$ cat src/rtl/kof_pkg.sv
`timescale 1ns / 1ps
// ----------------------------------------------------------------------------
// kof_pkg: shared types and constants of the key offset frequency filter
// Holds the request types of both channels, the queue record and the
// state type of the back end.
// ----------------------------------------------------------------------------
package kof_pkg;

    // Offset counts saturate at this value.
    localparam logic [6:0] CNT_MAX = 7'd127;

    // Reset value of the match limit register.
    localparam logic [6:0] MAX_MATCHES_RST = 7'd8;

    // Depth of the queue between front and back.
    localparam int QUEUE_DEPTH = 4;

    // One input request.
    typedef struct packed {
        logic [7:0]  key_offset;
        logic [15:0] contig;
        logic [31:0] position;
        logic        strand;
        logic        last_entry;
    } t_kof_in;

    // One result request.
    typedef struct packed {
        logic [15:0] kept_contig;
        logic [31:0] kept_position;
        logic        kept_strand;
        logic        set_empty;
        logic        overflowed;
        logic        last_result;
    } t_kof_out;

    // Classified entry handed from front to back.
    typedef struct packed {
        t_kof_in entry;
        logic    drop;
    } t_kof_rec;

    // Back end sequencer states.
    typedef enum logic [3:0] {
        B_INIT,
        B_IDLE,
        B_UPD,
        B_SRD,
        B_CRD,
        B_CHK,
        B_FIN,
        B_CLR_RD,
        B_CLR_WR
    } t_kof_bstate;

endpackage

$ cat src/rtl/kof_queue.sv
`timescale 1ns / 1ps
// ----------------------------------------------------------------------------
// kof_queue: short record queue between front and back
// A small first-in first-out buffer so that each side can stall on its own.
// ----------------------------------------------------------------------------
module kof_queue (
    input  logic              i_clk,
    input  logic              i_rst_n,
    input  logic              i_push,
    input  kof_pkg::t_kof_rec i_rec,
    output logic              o_full,
    output logic              o_valid,
    output kof_pkg::t_kof_rec o_rec,
    input  logic              i_pop
);
    import kof_pkg::*;

    localparam int QPW = $clog2(QUEUE_DEPTH);

    t_kof_rec         r_buf [QUEUE_DEPTH];
    logic [QPW-1:0]   r_wr;
    logic [QPW-1:0]   r_rd;
    logic [QPW:0]     r_cnt;
    logic             do_push;
    logic             do_pop;

    assign o_full  = (r_cnt == (QPW + 1)'(QUEUE_DEPTH));
    assign o_valid = (r_cnt != '0);
    assign o_rec   = r_buf[r_rd];
    assign do_push = i_push & ~o_full;
    assign do_pop  = i_pop & o_valid;

    // Storage.
    always_ff @(posedge i_clk) begin
        if (do_push) begin
            r_buf[r_wr] <= i_rec;
        end
    end

    // Pointers and occupancy.
    always_ff @(posedge i_clk) begin
        if (!i_rst_n) begin
            r_wr  <= '0;
            r_rd  <= '0;
            r_cnt <= '0;
        end else begin
            if (do_push) begin
                r_wr <= r_wr + 1'b1;
            end
            if (do_pop) begin
                r_rd <= r_rd + 1'b1;
            end
            if (do_push && !do_pop) begin
                r_cnt <= r_cnt + 1'b1;
            end else if (do_pop && !do_push) begin
                r_cnt <= r_cnt - 1'b1;
            end
        end
    end

endmodule

$ cat config.mk
export PLATFORM = sky130hd
export DESIGN_NAME = kof_queue
export DESIGN_NICKNAME = d
export VERILOG_FILES = /design/src/rtl/kof_pkg.sv /design/src/rtl/kof_queue.sv
export SDC_FILE = /design/constraint.sdc
export NUM_CORES = 1
export LEC_CHECK = 0
export ABC_AREA = 1
export BUFFER_PORTS_ARGS = -buffer_cell sky130_fd_sc_hd__clkbuf_2
export CAP_MARGIN = 20
export CORE_ASPECT_RATIO = 0.8
export CORE_MARGIN = 3
export CORE_UTILIZATION = 40
export CTS_BUF_LIST = sky130_fd_sc_hd__clkbuf_8
export DETAILED_ROUTE_END_ITERATION = 16
export GPL_ROUTABILITY_DRIVEN = 0
export PLACE_DENSITY_LB_ADDON = 0.05
export SLEW_MARGIN = 5
export SYNTH_ARGS = -nofsm -noshare
export SYNTH_HDL_FRONTEND = slang
export SYNTH_SLANG_ARGS = --single-unit
$ cat constraint.sdc
create_clock -name i_clk -period 3.3 [get_ports i_clk]
set_input_delay 0.165 -clock i_clk [delete_from_list [all_inputs] [get_ports i_clk]]
set_output_delay 0.165 -clock i_clk [all_outputs]
set_load 0.02 [all_outputs]
Word level (Yosys, flattened, before mapping)
Memory sizes are Yosys's and may differ from the RTL's. A register that Yosys moved wholly into a read port is not among the register bits. Index checks and enable logic that the tools add are counted.

Register bits after elaboration: 7. Word-level logic and storage cells: 24. Output and inout bits: 61. Memories kept: 1. Input bits: 63. RAM bits: 236.

Multiplexer cells: 6. Eq/ne operators: 1. Bitwise gates (word level): 3. Add/sub/neg operators: 4. Reduce and logical (&&, ||, !) cells: 6.

Memories: r_buf (depth 4, bits a word 59, read ports 1, clocked after Yosys merged registers in 1, wr ports 1, RTL line kof_queue.sv:20) `t_kof_rec r_buf [QUEUE_DEPTH];`.

Operators by type and width (count): $mux 3 (2); $add 2x1->2 const B (2); $mux 2 (2); $add 3x1->3 const B (1); $eq 3x3->1 const B (1); $reduce_bool 3->1 (1); $sub 3x1->3 const B (1); $and 1x1->1 (2); $logic_and 1x1->1 (2); $logic_not 1->1 (2); $mux 1 (2); $reduce_bool 2->1 (1); $not 1->1 (1).

Depth between registers and ports, before layout
Depth in word-level cells: 7. Gate-level depth with buffers: 13. Depth with buffers taken out: 13.

Worst setup path after synthesis
OpenSTA, ideal clock, no wires.

Path type: register to register. Start point: register r_cnt[0]. End point: memory r_buf[0][0] in the netlist's numbering (enable). Cell stages (with the launch flop): 5. Path buffers: 0. Clock period less this slack: 3.605 ns. Data required time: 2.824 ns. Slack: -0.305 ns. Library setup time: 0.476 ns. Arrival: 3.129 ns. Cell sequence: dfxtp_1 > nor2_1 > nand2_1 > nand2_1 > nor2_1.

Word-level cells in the longest chain between the ends: 5.

RTL lines: start, declared (RTL line kof_queue.sv:23) `logic [QPW:0] r_cnt;`; start signal, assigned (RTL line kof_queue.sv:54) `r_cnt <= r_cnt + 1'b1;`; start signal, assigned (RTL line kof_queue.sv:56) `r_cnt <= r_cnt - 1'b1;`; $eq 3x3->1 (RTL line kof_queue.sv:27) `assign o_full = (r_cnt == (QPW + 1)'(QUEUE_DEPTH));`; $not 1->1 (RTL line kof_queue.sv:30) `assign do_push = i_push & ~o_full;`; $and 1x1->1 (RTL line kof_queue.sv:30); $mux 1 (RTL line kof_queue.sv:35) `if (do_push) begin`; $mux 1 (implied by the code) (RTL line kof_queue.sv:36) `r_buf[r_wr] <= i_rec;`; end, declared (RTL line kof_queue.sv:20).

No other way between the ends.

==> out/metrics.sh <==
MAX_FREQ_MHz=352
SYNTHCELLS=639
CLOCK_TREE.ROOT_CELL='sky130_fd_sc_hd__clkbuf_8'
SETUP_VIOLATIONS=0
CTS_TREE='built'
SYNTHESIS.AREA_MM2=0.00920
CLOCK_LATENCY_NS=0.52
CTS.SINKS=245
SETUP_WS_NS=0.459
WL_PER_CELL_UM=18.1
ROW_CNT=48
CRIT_PATH_CELL_TRACE='buf_4 > o21ai_0 > o22ai_1 > clkbuf_2'
DIEWIDTH_UM=176
FIRST_PASS_ITERS=4
NUMBER_OF_NON_FILLER_INSTANCES_IN_THE_COMPLETED_LAYOUT=1165
FLOW.AREA_GROWTH_FROM_SYNTHESIS_PCT=24.9
MULTI_INPUT_COMB_AREA_MM2=0.00168
PERIOD_MINUS_SLACK_NS=2.84
VIAS_PER_CELL=5.06
SYNTH.FF_LATCH_COUNT=245
TIGHTESTPINTRANSITION_NS=0.875
SYNTH_EDF_COUNT=236
CRIT_BUF_INV=2
FINAL_MIN_PERIOD_OVER_CLOCK_PERIOD_PCT=86.1
CRIT_REQUIRED_NS=3.13
TIMING.CRITICAL_PATH.FROM_TYPE='flip-flop'
ANTENNA_CELLS=0
CRITPATHCAPTURETYPE='output port'
YOSYS.CELL_TYPES.COUNT=21
SEQUENTIAL_CELL_AREA_MM2=0.00727
NUMBER_OF_BUFFERS_CREATED_BY_CTS=40
POSTLAYOUTCOREUTIL_PCT=52.0
PORT_BUFFER_COUNT=123
DETAILEDROUTE.FIRSTITERATIONVIOLATIONS=357
IOS=124
YS_ASYNC_RST_SHARE_PCT=0
DRC=0
HPWL_MM=11.7
CRITPATHMAXSTAGEDELAY_NS=0.82
FINAL_MAX_SLEW_VIOL_COUNT=0
SYN_AVG_CELL_AREA_UM2=14.4
SYNTH_WARNINGS=0
TIMING.CRITICAL_PATH.FANOUT_MAX=68
GRT_PASS1_VIAS=6219
SYNTHFLOPTYPE='sky130_fd_sc_hd__edfxtp_1'
NETLIST_TOP_CELLS_AREA='sky130_fd_sc_hd__edfxtp_1 (77%), sky130_fd_sc_hd__o21ai_0 (6.1%), sky130_fd_sc_hd__nor2_1 (5.4%), sky130_fd_sc_hd__o22ai_1 (4.0%), sky130_fd_sc_hd__dfxtp_1 (2.0%)'
CTSHTREEMAXLEVEL=2
ARRIVAL_NS=2.68
SYNTHDOMINANTAREACELLTYPE='sky130_fd_sc_hd__edfxtp_1'
FLOORPLAN.INITIALDENSITY_PCT=41.6
PRE_CTS_WS_NS=0.991
POWER.LEAKAGE_nW=4.16
PLACE_INST=1037
NUMBER_OF_ANTENNA_VIOLATIONS_AT_THE_FIRST_CHECK_IN_GLOBAL_ROUTING=0
DRT.ANTENNA.VIOLATING_NETS=0
WORST_SETUP_HOLD_PATH_CLK_SLEW_NS=0.06
PEAK_SUPPLY_DROP_uV=409
GRT_START_MAX_NET_PINS=119
CELLPOWERDENSITY_mW_PER_MM2=745
TIMING.SLEW.HEADROOM_PCT=41.7
YOSYSTOPAREACELLSHARE_PCT=77.0
SYNTH_COMMON_CELLS='sky130_fd_sc_hd__edfxtp_1 (236), sky130_fd_sc_hd__nor2_1 (132), sky130_fd_sc_hd__o21ai_0 (113), sky130_fd_sc_hd__o22ai_1 (59)'
DIE_HEIGHT_UM=142
WIRELENGTH_MM=21.1
FINAL_NET_COUNT=910
MAXCAPVIOLCOUNT=0
DETAILROUTE.VIA_COUNT=5898
RSZ0062_AT_GRT='false'
SYN_NETS=708
WORST_HOLD_PATH_TYPE='in2reg'
CTS_BUFFER_DEPTH=3
FP.DIEAREA_MM2=0.0249
SYNTH.MOST_COMMON_CELL='sky130_fd_sc_hd__edfxtp_1'
RESULT_OF_THE_RUN='completed'
FILLERS=1912
GRT_FIRST_PASS_WIRELENGTH_MM=33.2
CLOCK_SKEW_NS=0.0172
CRITICAL-PATH-SLOWEST-CELL='sky130_fd_sc_hd__dfxtp_4'
SEQ_AREA_FRAC_SYNTH_PCT=79.0
GRT-OVFL-TOTAL=0
GATE_FAMILY_RESPONSIBLE_FOR_THE_MOST_DELAY_ALONG_THE_WORST_PATH='flip-flops'
DESIGN.CORE.AREA_MM2=0.0221
GRT_UTIL_ALL_LAYERS_PCT=17.0
FINALHOLDVIOLATIONS=0
TIMING_WORST_SETUP_PATH_TYPE='reg2out'
DRIVE_GT1_SHARE_PCT=21.8
cell usage in the layout, fill, tap and decap left out:
cell type / instances
sky130_fd_sc_hd__bufinv_16: 1
sky130_fd_sc_hd__nor2_1: 128
sky130_fd_sc_hd__clkbuf_8: 42
sky130_fd_sc_hd__buf_4: 6
sky130_fd_sc_hd__clkinvlp_4: 1
sky130_fd_sc_hd__nand3_1: 4
sky130_fd_sc_hd__inv_2: 1
sky130_fd_sc_hd__dfxtp_4: 1
sky130_fd_sc_hd__xor2_1: 1
sky130_fd_sc_hd__clkinv_1: 7
sky130_fd_sc_hd__nor2_4: 4
sky130_fd_sc_hd__dfxtp_2: 1
sky130_fd_sc_hd__inv_6: 1
sky130_fd_sc_hd__buf_12: 6
sky130_fd_sc_hd__dfxtp_1: 7
sky130_fd_sc_hd__ha_1: 5
sky130_fd_sc_hd__nand3b_1: 1
sky130_fd_sc_hd__dlygate4sd3_1: 62
sky130_fd_sc_hd__o21ai_0: 113
sky130_fd_sc_hd__fa_1: 1
sky130_fd_sc_hd__o21ai_1: 6
sky130_fd_sc_hd__clkinv_2: 2
sky130_fd_sc_hd__a21oi_1: 3
sky130_fd_sc_hd__clkbuf_2: 123
sky130_fd_sc_hd__o22ai_1: 59
sky130_fd_sc_hd__inv_1: 28
sky130_fd_sc_hd__nand2_1: 15
sky130_fd_sc_hd__edfxtp_1: 236
cell type report:
type                    instances  share of cell area [%]
clock buffers                  42                    5.03
clock inverters                24                    1.07
inverters                      17                   0.598
multi-input cells             340                    14.6
flip-flops and latches        245                    63.2
well taps                     300                    3.26
repair buffers                197                    12.2
timing repair:
action                    in CTS  in global routing
hold buffers                  62                  0
setup buffers                  0                  0
hold endpoints to repair     245                  0
gates resized for setup        0                  0
routing by layer:
layer,up-vias,global-route usage (%),part of all wire [%]
met2,150,28.2,48
met4,0,6.04,2.3
met5,-,0,0
li1,2789,-,-
met1,2909,22.0,44
met3,50,4.31,5.9
report_power, final:
part | switching, mW | internal (mW) | leakage, nW
clock | 1.11 | 1.24 | 0.404
sequential | 0.184 | 3.78 | 2.24
combinational | 1.56 | 0.681 | 1.52
final timing paths:
path / from / endpoint / slack (ns) / cells past startpoint
worst min-delay path: i_rec[4] / r_buf[1][4] / 0.41 / 2
worst max register to register: r_cnt[1] / r_cnt[1] / 1.11 / 9
worst min register to register: r_rd[0] / r_rd[0] / 0.50 / 2
worst max-delay path: flip-flop / o_rec[33] / 0.46 / 4
metrics by stage:
stage	hold slack, ns	power, mW	setup TNS, ns	instance area (µm²)
after CTS	0.363	8.70	0	11500
after floorplan	0.264	5.46	-72.03	9200
after global placement	0.378	6.22	0	10200
after global routing	0.387	9.08	0	11500
after detailed placement	0.387	6.26	0	10200
final	0.407	8.57	0	11500
registers in the layout, indices dropped and copies added (netlist names), named ones only:
register	count
r_buf	236
r_cnt	3
r_rd	2
r_wr	2
logic make-up (layout without fill, tap and decap cells):
group	Yosys count	in the layout	share of synthesized area, %
buf+inv	54	280	3.11
simple gates	152	152	6.29
flops	245	245	79.0
xor+xnor	1	1	0.0952
fa+ha+maj	6	6	0.897
compound gates	181	181	10.6
(Power assumes the default switching activity.)
