$ cat src/rtl/kof_pkg.sv
`timescale 1ns / 1ps
// ----------------------------------------------------------------------------
// kof_pkg: shared types and constants of the key offset frequency filter
// Holds the request types of both channels, the queue record and the
// state type of the back end.
// ----------------------------------------------------------------------------
package kof_pkg;

    // Offset counts saturate at this value.
    localparam logic [6:0] CNT_MAX = 7'd127;

    // Reset value of the match limit register.
    localparam logic [6:0] MAX_MATCHES_RST = 7'd8;

    // Depth of the queue between front and back.
    localparam int QUEUE_DEPTH = 4;

    // One input request.
    typedef struct packed {
        logic [7:0]  key_offset;
        logic [15:0] contig;
        logic [31:0] position;
        logic        strand;
        logic        last_entry;
    } t_kof_in;

    // One result request.
    typedef struct packed {
        logic [15:0] kept_contig;
        logic [31:0] kept_position;
        logic        kept_strand;
        logic        set_empty;
        logic        overflowed;
        logic        last_result;
    } t_kof_out;

    // Classified entry handed from front to back.
    typedef struct packed {
        t_kof_in entry;
        logic    drop;
    } t_kof_rec;

    // Back end sequencer states.
    typedef enum logic [3:0] {
        B_INIT,
        B_IDLE,
        B_UPD,
        B_SRD,
        B_CRD,
        B_CHK,
        B_FIN,
        B_CLR_RD,
        B_CLR_WR
    } t_kof_bstate;

endpackage

$ cat src/rtl/kof_front.sv
`timescale 1ns / 1ps
// ----------------------------------------------------------------------------
// kof_front: input acceptance and classification
// Accepts entries, tracks how many of the current set fit in the store and
// marks the ones beyond its capacity as dropped before queueing them.
// ----------------------------------------------------------------------------
module kof_front #(
    parameter int MAX_ENTRIES = 64
) (
    input  logic             i_clk,
    input  logic             i_rst_n,
    input  logic             i_in_valid,
    input  kof_pkg::t_kof_in i_in_data,
    output logic             o_in_stall,
    input  logic             i_queue_full,
    input  logic             i_init_busy,
    output logic             o_push,
    output kof_pkg::t_kof_rec o_rec
);
    import kof_pkg::*;

    localparam int CW = $clog2(MAX_ENTRIES + 1);

    logic [CW-1:0] r_fill;
    logic [CW-1:0] n_fill;
    logic          store_full;

    // No request is taken while the queue is full or the count memory is cleared after reset.
    assign o_in_stall = i_queue_full | i_init_busy;
    assign o_push     = i_in_valid & ~o_in_stall;
    assign store_full = (r_fill == CW'(MAX_ENTRIES));

    assign o_rec.entry = i_in_data;
    assign o_rec.drop  = store_full;

    // Fill count of the current set; it restarts after the last entry.
    always_comb begin
        n_fill = r_fill;
        if (o_push) begin
            if (i_in_data.last_entry) begin
                n_fill = '0;
            end else if (!store_full) begin
                n_fill = r_fill + 1'b1;
            end
        end
    end

    always_ff @(posedge i_clk) begin
        if (!i_rst_n) begin
            r_fill <= '0;
        end else begin
            r_fill <= n_fill;
        end
    end

endmodule

$ cat config.mk
export PLATFORM = sky130hd
export DESIGN_NAME = kof_front
export DESIGN_NICKNAME = d
export VERILOG_FILES = /design/src/rtl/kof_pkg.sv /design/src/rtl/kof_front.sv
export SDC_FILE = /design/constraint.sdc
export NUM_CORES = 1
export LEC_CHECK = 0
export BUFFER_PORTS_ARGS = -buffer_cell sky130_fd_sc_hd__buf_2
export CAP_MARGIN = 20
export CORE_ASPECT_RATIO = 1.1
export CORE_UTILIZATION = 30
export CTS_CLUSTER_DIAMETER = 80
export DETAILED_ROUTE_END_ITERATION = 8
export GPL_ROUTABILITY_DRIVEN = 0
export GPL_TIMING_DRIVEN = 0
export PLACE_DENSITY = 0.76
export SKIP_CTS_REPAIR_TIMING = 1
export SLEW_MARGIN = 20
export SYNTH_ARGS = -nofsm -noshare
export SYNTH_HDL_FRONTEND = slang
export SYNTH_SLANG_ARGS = --single-unit
$ cat constraint.sdc
create_clock -name i_clk -period 2.31 [get_ports i_clk]
set_clock_uncertainty 0.05 [all_clocks]
set_input_delay 0.5775 -clock i_clk [delete_from_list [all_inputs] [get_ports i_clk]]
set_output_delay 0.5775 -clock i_clk [all_outputs]
set_load 0.02 [all_outputs]
## Word-level counts from Yosys, hierarchy flattened

Cells that the tools add are included.

| word-level totals | value |
|---|---|
| bits in registers | 7 |

| cells by class | value |
|---|---|
| add/subtract/negate cells | 1 |
| equal/unequal tests | 2 |
| muxes and demuxes | 2 |
| bitwise gates (word level) | 3 |
| reduce and logical (&&, ||, !) cells | 1 |

Operator list:

| operator | number |
|---|---|
| $mux W7 | 2 |
| $add A7 B1 Y7 const B | 1 |
| $eq A7 B7 Y1 const B | 1 |
| $ne A2 B2 Y1 const B | 1 |
| $reduce_and A2 Y1 | 1 |
| $and A1 B1 Y1 | 1 |
| $not A1 Y1 | 1 |
| $or A1 B1 Y1 | 1 |

## Longest topological paths before layout

Gate-level depths: netlist of run 1.

| depth | value |
|---|---|
| depth in word-level cells | 4 |
| gate-level depth with buffers | 5 |
| gate-level depth less buffers | 5 |

## Worst setup path before layout of run 1

OpenSTA, ideal clock, no wires.

| timing path | value |
|---|---|
| path type | input to output |
| start point | input port i_init_busy |
| end point | output port o_push |
| arrival time | 1337 ps |
| setup slack | 345 ps |
| stages | 3 |
| path buffers | 1 |
| cells stage by stage | or3b_2 > clkbuf_1 > inv_1 |

| between the ends | value |
|---|---|
| word-level cells in the longest chain between the ends | 3 |

Ends and longest elaborated chain:

| element | line | source |
|---|---|---|
| from (decl) | kof_front.sv:16 | `input logic i_init_busy,` |
| $or A1 B1 Y1 | kof_front.sv:29 | `assign o_in_stall = i_queue_full \| i_init_busy;` |
| $not A1 Y1 | kof_front.sv:30 | `assign o_push = i_in_valid & ~o_in_stall;` |
| $and A1 B1 Y1 | kof_front.sv:30 |  |
| to (decl) | kof_front.sv:17 | `output logic o_push,` |

No other way between the ends.

## Worst setup path after layout of run 1

| timing path | value |
|---|---|
| start point | register r_fill[2] |
| end point | output port o_rec[0] in the netlist's numbering |

| between the ends | value |
|---|---|
| word-level cells in the longest chain between the ends | 1 |

Ends and longest elaborated chain:

| element | line | source |
|---|---|---|
| from (decl) | kof_front.sv:24 | `logic [CW-1:0] r_fill;` |
| from (signal assigned) | kof_front.sv:52 | `r_fill <= n_fill;` |
| $eq A7 B7 Y1 | kof_front.sv:31 | `assign store_full = (r_fill == CW'(MAX_ENTRIES));` |
| to (decl) | kof_front.sv:18 | `output kof_pkg::t_kof_rec o_rec` |

No other way between the ends.

==> results of run 1 <==
## worst reg2reg max path, stage by stage, from the launching register on
cell and delay (ns):
dfxtp_1 0.36, or4_1 0.61, o21ai_0 0.45, o32ai_1 0.17
## report_power, final
part | leakage, µW | switching (µW) | internal [µW]
Clock | 0.0000150 | 52.8 | 66.4
Combinational | 0.000628 | 112 | 105
Sequential | 0.0000564 | 0.830 | 121
Total | 0.000700 | 165 | 293
## per-layer routing
metal / vias up / track usage
met5: - / 0
met4: 0 / 0.0414
met3: 2 / 0.0620
met2: 73 / 0.241
met1: 392 / 0.128
li1: 464 / -
## Yosys cell counts (all sizes together)
master and number:
o21ai 1, or3 1, buf 60, or3b 1, o2111ai 3, o22ai 1
nand2 7, clkbuf 1, dfxtp 7, nand3 4, or4b 1, or2 1
nor4b 1, a31oi 3, o31a 1, o32ai 1, o211ai 4, ha 2
or4 3, inv 6, nor2 1, o41ai 2
## logic make-up after synthesis
logic type                 after synthesis  synth area share
DFF                                      7             0.160
adders and majority gates                2            0.0286
buffers and inverters                   67             0.541
AOI/OAI and AO/OA                       16             0.140
and+or+nand+nor                         20             0.130
## placed cells by master (no fill, tap or decap), types with 4 or more instances in the layout
master | synthesis | layout
o211ai_1 | 4 | 4
inv_1 | 6 | 6
nand2_1 | 7 | 7
buf_2 | 0 | 65
buf_4 | 59 | 59
dfxtp_1 | 7 | 7
nand3_1 | 4 | 4
## worst paths after layout
check	from	end	slack [ns]	cells past startpoint
max	r_fill[2]	o_rec[0]	0.09	4
min reg2reg	r_fill[4]	r_fill[4]	0.47	1
max reg2reg	r_fill[2]	r_fill[1]	0.53	3
min	r_fill[4]	r_fill[4]	0.47	1
## per-stage QoR
step	total power, µW	util
CTS	463	0.456
floorplan	286	-
detailed placement	343	0.447
global placement	341	0.447
finish	458	0.456
global route	487	0.456
## layout make-up
cell class,count,share of cell area
Sequential cell,7,0.111
Inverter,6,0.0178
Tap cell,33,0.0326
Timing Repair Buffer,65,0.257
Clock buffer,4,0.0207
Multi-Input combinational cell,38,0.206
Buffer,61,0.355
==> run metrics, run 1 <==
Syn. warnings=0; Routed met1 length=between 700 and 800 µm; Filler Cell Count=roughly 300; critical path class=register to output pin; post-route setup TNS=0 ns; die width=53.5 µm; vias in the first global route=between 700 and 800; die height=58.6 µm; initial antenna violation count=0; hold slack=around 0.47 ns; max layer used=met4; DR pass1 iterations=4; number of H-tree levels=1; WP buf/inv=2; final setup fails=0; crit path time final=2.22 ns; DRT antenna net count=0; via/cell ratio=~4.4; n_diodes=0; RSZ-0062 raised after global routing=no; synthesized instance count=about 110; Syn Area/Cell=~8 µm²; placed cell areas=about 0.0012 mm²; TritonCTS clock tree=done; outcome=finished clean; CP Cell Sequence=or4_1 > nor2_1 > buf_4 > buf_2; Crit-path slowest cell=or4_1; max incr delay on CP=approximately 0.61 ns; top cells by area, synth=buf_4, dfxtp_1, o211ai_1, nand2_1, o2111ai_1; footprint of the multi-input gates=262 µm²; Die Footprint=between 0.003 and 0.004 mm²; DR DRC count=0; max-cap violations=0; synthesized area=~870 µm²; Crit path max-delay family=simple AND/OR/NAND/NOR gates; Initial DRC Count=20; Worst Setup Start Kind=register; Met2 Wirelength=1090 µm; Non-Filler Instances=around 210; pin count of the biggest net entering global routing=11; port bufs=65; fin worst setup slack=between 0.08 and 0.09 ns; Register Area=140 µm²; P_leak=~0.00070 µW; total grt overflow=0; Final period util=0.963; routed length per instance=around 10 µm; placed insts=210; Reg with most FFs=r_fill; share of cells above drive strength 1=0.724; row count=20; post-synth net total=~180; first-pass GRT wire length=between 3000 and 4000 µm; Slew Limit Fails=0; HP Class=register to register; Clock Latency Late Sink=approximately 0.26 ns; number of flip-flops in the largest register=7; DP HPWL=1830 µm; post-synth top area cell=buf_4; Num Clock Sinks=7; VDD IR max=about 0.30 mV; clock-pin slew on the worst setup and hold paths=0.06 ns; fin nets=between 200 and 250; sequential area share after synthesis=0.160; clock root buffer=clkbuf_4; fin area=roughly 0.0013 mm²; Arr. time, crit path=roughly 1.6 ns; core area=0.00278 mm²; Top Ports=124; f_max=450 MHz; Worst slew margin=0.658; WL final=roughly 2200 µm; PD cells=approximately 360 mW/mm²; area grow syn2layout=44.9%; gr usage total=0.132; critical path required time=1.68 ns; deepest clock path buffer count=2; Met3 Routed Length=297 µm; Crit. End Element=output pin; Final Hold Fails=0; worst-margin pin slew=roughly 0.51 ns; post-placement worst setup slack=about 0.10 ns; initial core utilization=0.315; CP max FO=7; detailed-route via count=931; Seq cells post-synth=7; Regs by FF count=r_fill (7); Distinct cells, synth=23; CTS Buf Count=3; top cell type's share of synthesized area=0.506
Power figures use the tool's default switching activity.
==> run 2: changes to the inputs <==
RECOVER_POWER = 100   (was unset)
==> run 2 against run 1 <==
Net effect: sequential power about the same; non-clock buffer count unchanged; via count rose by 0.21%; register-to-register slack about the same; clock power hardly changed; first-iteration DRC count grew 15%; worst setup slack gained 0.00099 ns; power down 2.8%; maximum frequency barely moved; clock-buffer cell count did not move; wire length rose by 1.9%.
==> run metrics, run 2 (synthesis results as in run 1) <==
clock-pin slew on the worst setup and hold paths=approximately 0.060 ns; post-route setup TNS=0 ns; Worst path depth=4; initial antenna violation count=0; GR peak layer=met2; core area=0.00278 mm²; Final Hold Fails=0; VDD IR max=roughly 0.30 mV; commonest non-fill, non-tap cell in the layout=clkbuf_1; P_leak=0.000537 µW; outcome=finished clean; HP Class=register to register; max-cap violations=0; port bufs=65; worst reg2reg startpoint=r_fill[2]; Worst Setup Start Kind=register; DRT antenna net count=0; CP max FO=7; reg2reg setup slack=0.53 ns; Worst Hold Path Cells=1; detailed-route via count=933; area grow syn2layout=36.5%; fin worst setup slack=between 0.08 and 0.09 ns; worst-margin pin slew=0.506 ns; Crit-path slowest cell=or4_1; initial core utilization=0.315; max incr delay on CP=0.61 ns; vias in the first global route=roughly 770; row count=20; WP buf/inv=2; number of flip-flops in the largest register=7; met3 Use GR=0.0620; most frequent cells in the layout=clkbuf_1, buf_4, nand2_1, dfxtp_1, inv_1; CP Cell Sequence=or4_1 > nor2_1 > buf_4 > buf_2; HP Start=r_fill[4]; DR pass1 iterations=4; die height=58.6 µm; CTS Buf Count=3; fin nets=between 200 and 250; die width=roughly 53 µm; n_diodes=0; TritonCTS clock tree=done; Worst R2R End=r_fill[1]; critical path required time=between 1.5 and 2 ns; met1 Usage GRT=0.128; routed length per instance=10.3 µm; fin area=approximately 0.0012 mm²; first-pass GRT wire length=around 3100 µm; post-placement worst setup slack=between 0.1 and 0.15 ns; total grt overflow=0; RSZ-0062 raised after global routing=no; Reg with most FFs=r_fill; Crit. End Element=output pin; f_max=about 450 MHz; Non-Filler Instances=roughly 210; Regs by FF count=r_fill (7); pin count of the biggest net entering global routing=11; deepest clock path buffer count=2; number of H-tree levels=1; placed cell areas=0.00124 mm²; crit path time final=around 2.2 ns; share of cells above drive strength 1=0.398; Slew Limit Fails=0; Arr. time, crit path=about 1.6 ns; Clock Latency Late Sink=between 0.2 and 0.3 ns; DR DRC count=0; Worst R2R Path Depth=3; WL final=2200 µm; placed insts=210; Crit path max-delay family=simple AND/OR/NAND/NOR gates; Top Ports=~120; clock root buffer=clkbuf_4; Hold EP=r_fill[4]; critical path class=register to output pin; final setup fails=0; Final period util=0.962; gr usage total=0.132; Worst slew margin=0.659; DP HPWL=about 1800 µm; PD cells=between 300 and 400 mW/mm²; hold slack=~0.47 ns; met2 GRT Util=0.241; Num Clock Sinks=7; Initial DRC Count=23; via/cell ratio=around 4.4; Die Footprint=approximately 0.0031 mm²
run 2: layout make-up:
| type | count | area, µm² |
|---|---|---|
| Inverter | 6 | 22.5 |
| Buffer | 61 | 450 |
| Timing Repair Buffer | 65 | 251 |
| Tap cell | 33 | 41.3 |
| Multi-Input combinational cell | 38 | 262 |
| Clock buffer | 4 | 26.3 |
| Sequential cell | 7 | 140 |
| Fill cell | 318 | 1580 |
run 2: routing by layer:
metal  up-vias  part of all wire  routed length, µm
li1        464                 -                  -
met4         0            0.0027                  6
met5         -                 0                  0
met2        71              0.50               1090
met1       396              0.37                823
met3         2              0.13                278
run 2: how the worst max path moves through the flow:
stage	end	start
2_1_floorplan	o_push	i_init_busy
3_3_place_gp	o_push	i_init_busy
3_5_place_dp	o_push	i_init_busy
4_1_cts	o_rec[0]	r_fill[2]
5_1_grt	o_rec[0]	r_fill[2]
6_report	o_rec[0]	r_fill[2]
run 2: stage by stage:
step / utilization / total power, µW
after global routing: 0.430 / 473
final: 0.430 / 445
after floorplan: - / 286
after CTS: 0.456 / 463
after global placement: 0.447 / 341
after detailed placement: 0.447 / 343
run 2: report_power, final:
| group | switching [µW] | total, µW | internal (µW) |
|---|---|---|---|
| registers | 0.831 | 122 | 121 |
| logic | 114 | 204 | 89.8 |
| clock network | 52.9 | 119 | 66.4 |
==> run 3: changes to the inputs <==
ABC_AREA = 1   (was unset)
CORE_UTILIZATION = 31   (was 30)
==> run 3 against run 2 <==
Net effect: sequential share of layout area down 0.43 points; design area up 3.8%; utilization up 1.2 points; via count up 7.6%.
==> run metrics, run 3 <==
critical path class=register to output pin; outcome=finished clean; EDFF count, synth=0; Final Hold Fails=0; Die Footprint=between 0.003 and 0.004 mm²; Seq cells post-synth=7; total grt overflow=0; DR DRC count=0; Worst R2R Path Depth=10; Core Util, Final=0.442; post-placement worst setup slack=0.517 ns; fin area=between 0.001 and 0.0015 mm²; via/cell ratio=around 4.1; most frequent cells in the layout=clkbuf_1, buf_4, nand2_1, inv_1, nor2_1; top cells by area, synth=buf_4, dfxtp_1, nand2_1, inv_1, nor2_1; number of H-tree levels=1; Worst slew margin=0.709; clock-pin slew on the worst setup and hold paths=0.05 ns; WL final=slightly below 2000 µm; worst-margin pin slew=around 0.44 ns; number of flip-flops in the largest register=7; fin nets=~280; crit path time final=2.05 ns; DP HPWL=1730 µm; vias in the first global route=764; sequential area share after synthesis=0.150; f_max=between 400 and 500 MHz; die width=54.3 µm; Top Ports=between 100 and 150; ys async rst share=0; share of cells above drive strength 1=0.354; placed cell areas=about 0.0013 mm²; Worst Setup Start Kind=register; deepest clock path buffer count=2; first-pass GRT wire length=between 2000 and 3000 µm; worst reg2reg startpoint=r_fill[0]; reg2reg setup slack=0.81 ns; final setup fails=0; post-synth net total=roughly 200; synthesized area=a little over 900 µm²; CTS Buf Count=3; critical path required time=1.68 ns; RSZ-0062 raised after global routing=no; pin count of the biggest net entering global routing=9; Slew Limit Fails=0; Tot Pwr=451 µW; synthesized instance count=between 100 and 150; commonest non-fill, non-tap cell in the layout=clkbuf_1; P_leak=around 0.00062 µW; port bufs=66; core area=0.00280 mm²; top cell type's share of synthesized area=0.475; max-cap violations=0; routed length per instance=between 8 and 9 µm; post-synth top area cell=buf_4; Critical Path Source=r_fill[0]; HP Class=register to register; Distinct cells, synth=17; PD cells=about 360 mW/mm²; Syn. warnings=0; initial antenna violation count=0; VDD IR max=0.181 mV; detailed-route via count=around 1000; n_diodes=0; Clock Latency Late Sink=around 0.25 ns; Synth top cells by count=buf_4, nand2_1, inv_1, nor2_1, dfxtp_1; Regs by FF count=r_fill (7); Num Clock Sinks=7; gr usage total=0.114; count leader, synth=buf_4; area grow syn2layout=32.7%; CP max FO=5; Syn Area/Cell=roughly 6.7 µm²; die height=roughly 60 µm; TritonCTS clock tree=done; prevailing post-synth register cell=dfxtp_1; post-route setup TNS=0 ns; row count=20; Arr. time, crit path=between 1 and 1.5 ns; clock root buffer=clkbuf_4; Worst R2R End=r_fill[1]; initial core utilization=0.333; Initial DRC Count=10; fin worst setup slack=~0.26 ns; crit path to=o_rec[0]; Final period util=0.887; Filler Cell Count=330; Crit. End Element=output pin; DR pass1 iterations=4; Reg with most FFs=r_fill; DRT antenna net count=0
run 3: cell count changes after synthesis, moves of 2 or more:
cell,change
nand2_1,+13
o2111ai_1,-3
o211ai_1,-4
a21oi_1,+5
or4_1,-3
inv_1,+8
o41ai_1,-2
nand3_1,+2
nor2_2,+5
nor2_1,+11
a31oi_1,-3
o21ai_1,+2
run 3: logic make-up (layout without fill, tap and decap cells):
kind of cell | Yosys count | after routing | synth area share
AO/OA/AOI/OAI | 8 | 8 | 0.0456
AND/OR/NAND/NOR | 48 | 48 | 0.243
buffers and inverters | 74 | 144 | 0.535
flip-flops | 7 | 7 | 0.150
adder cells (fa/ha/maj) | 2 | 2 | 0.0268
run 3: cell type report:
type,instances,area [µm²],area share
multi-input cells,58,278,0.224
inverters,15,56.3,0.0455
clock buffers,4,26.3,0.0212
well taps,33,41.3,0.0333
flip-flops and latches,7,140,0.113
plain buffers,59,443,0.358
repair buffers,66,254,0.205
run 3: how the worst min path moves through the flow:
stage          cells past startpoint  slack [ns]        end      start
6_report                           2        0.47  r_fill[2]  r_fill[2]
3_5_place_dp                       2        0.47  r_fill[2]  r_fill[2]
5_1_grt                            2        0.52  r_fill[2]  r_fill[2]
2_1_floorplan                      2        0.44  r_fill[2]  r_fill[2]
3_3_place_gp                       2        0.47  r_fill[2]  r_fill[2]
4_1_cts                            2        0.48  r_fill[2]  r_fill[2]
run 3: power breakdown:
group          internal (µW)  switching, µW
sequential               124           2.96
combinational           93.8            118
clock                   66.0           46.0
run 3: critical path: stages, from the launching register on:
cell and delay, ns:
dfxtp_1 0.39, inv_1 0.06, ha_1 0.19, nand2_1 0.06, inv_1 0.05, nand3_1 0.10
inv_1 0.05, buf_4 0.12, clkbuf_1 0.16
run 3: through the flow:
step           instances  hold slack [ns]
3_5_place_dp         238            0.469
4_1_cts              242            0.476
6_report             242            0.473
5_1_grt              242            0.523
2_1_floorplan        139            0.438
3_3_place_gp         238            0.466
run 3: layer usage:
layer	part of all wire	wire (µm)	GRT usage
met5	0	0	0
met4	0.014	27	0.0586
met3	0.14	275	0.0256
met2	0.53	1040	0.237
met1	0.32	620	0.0919
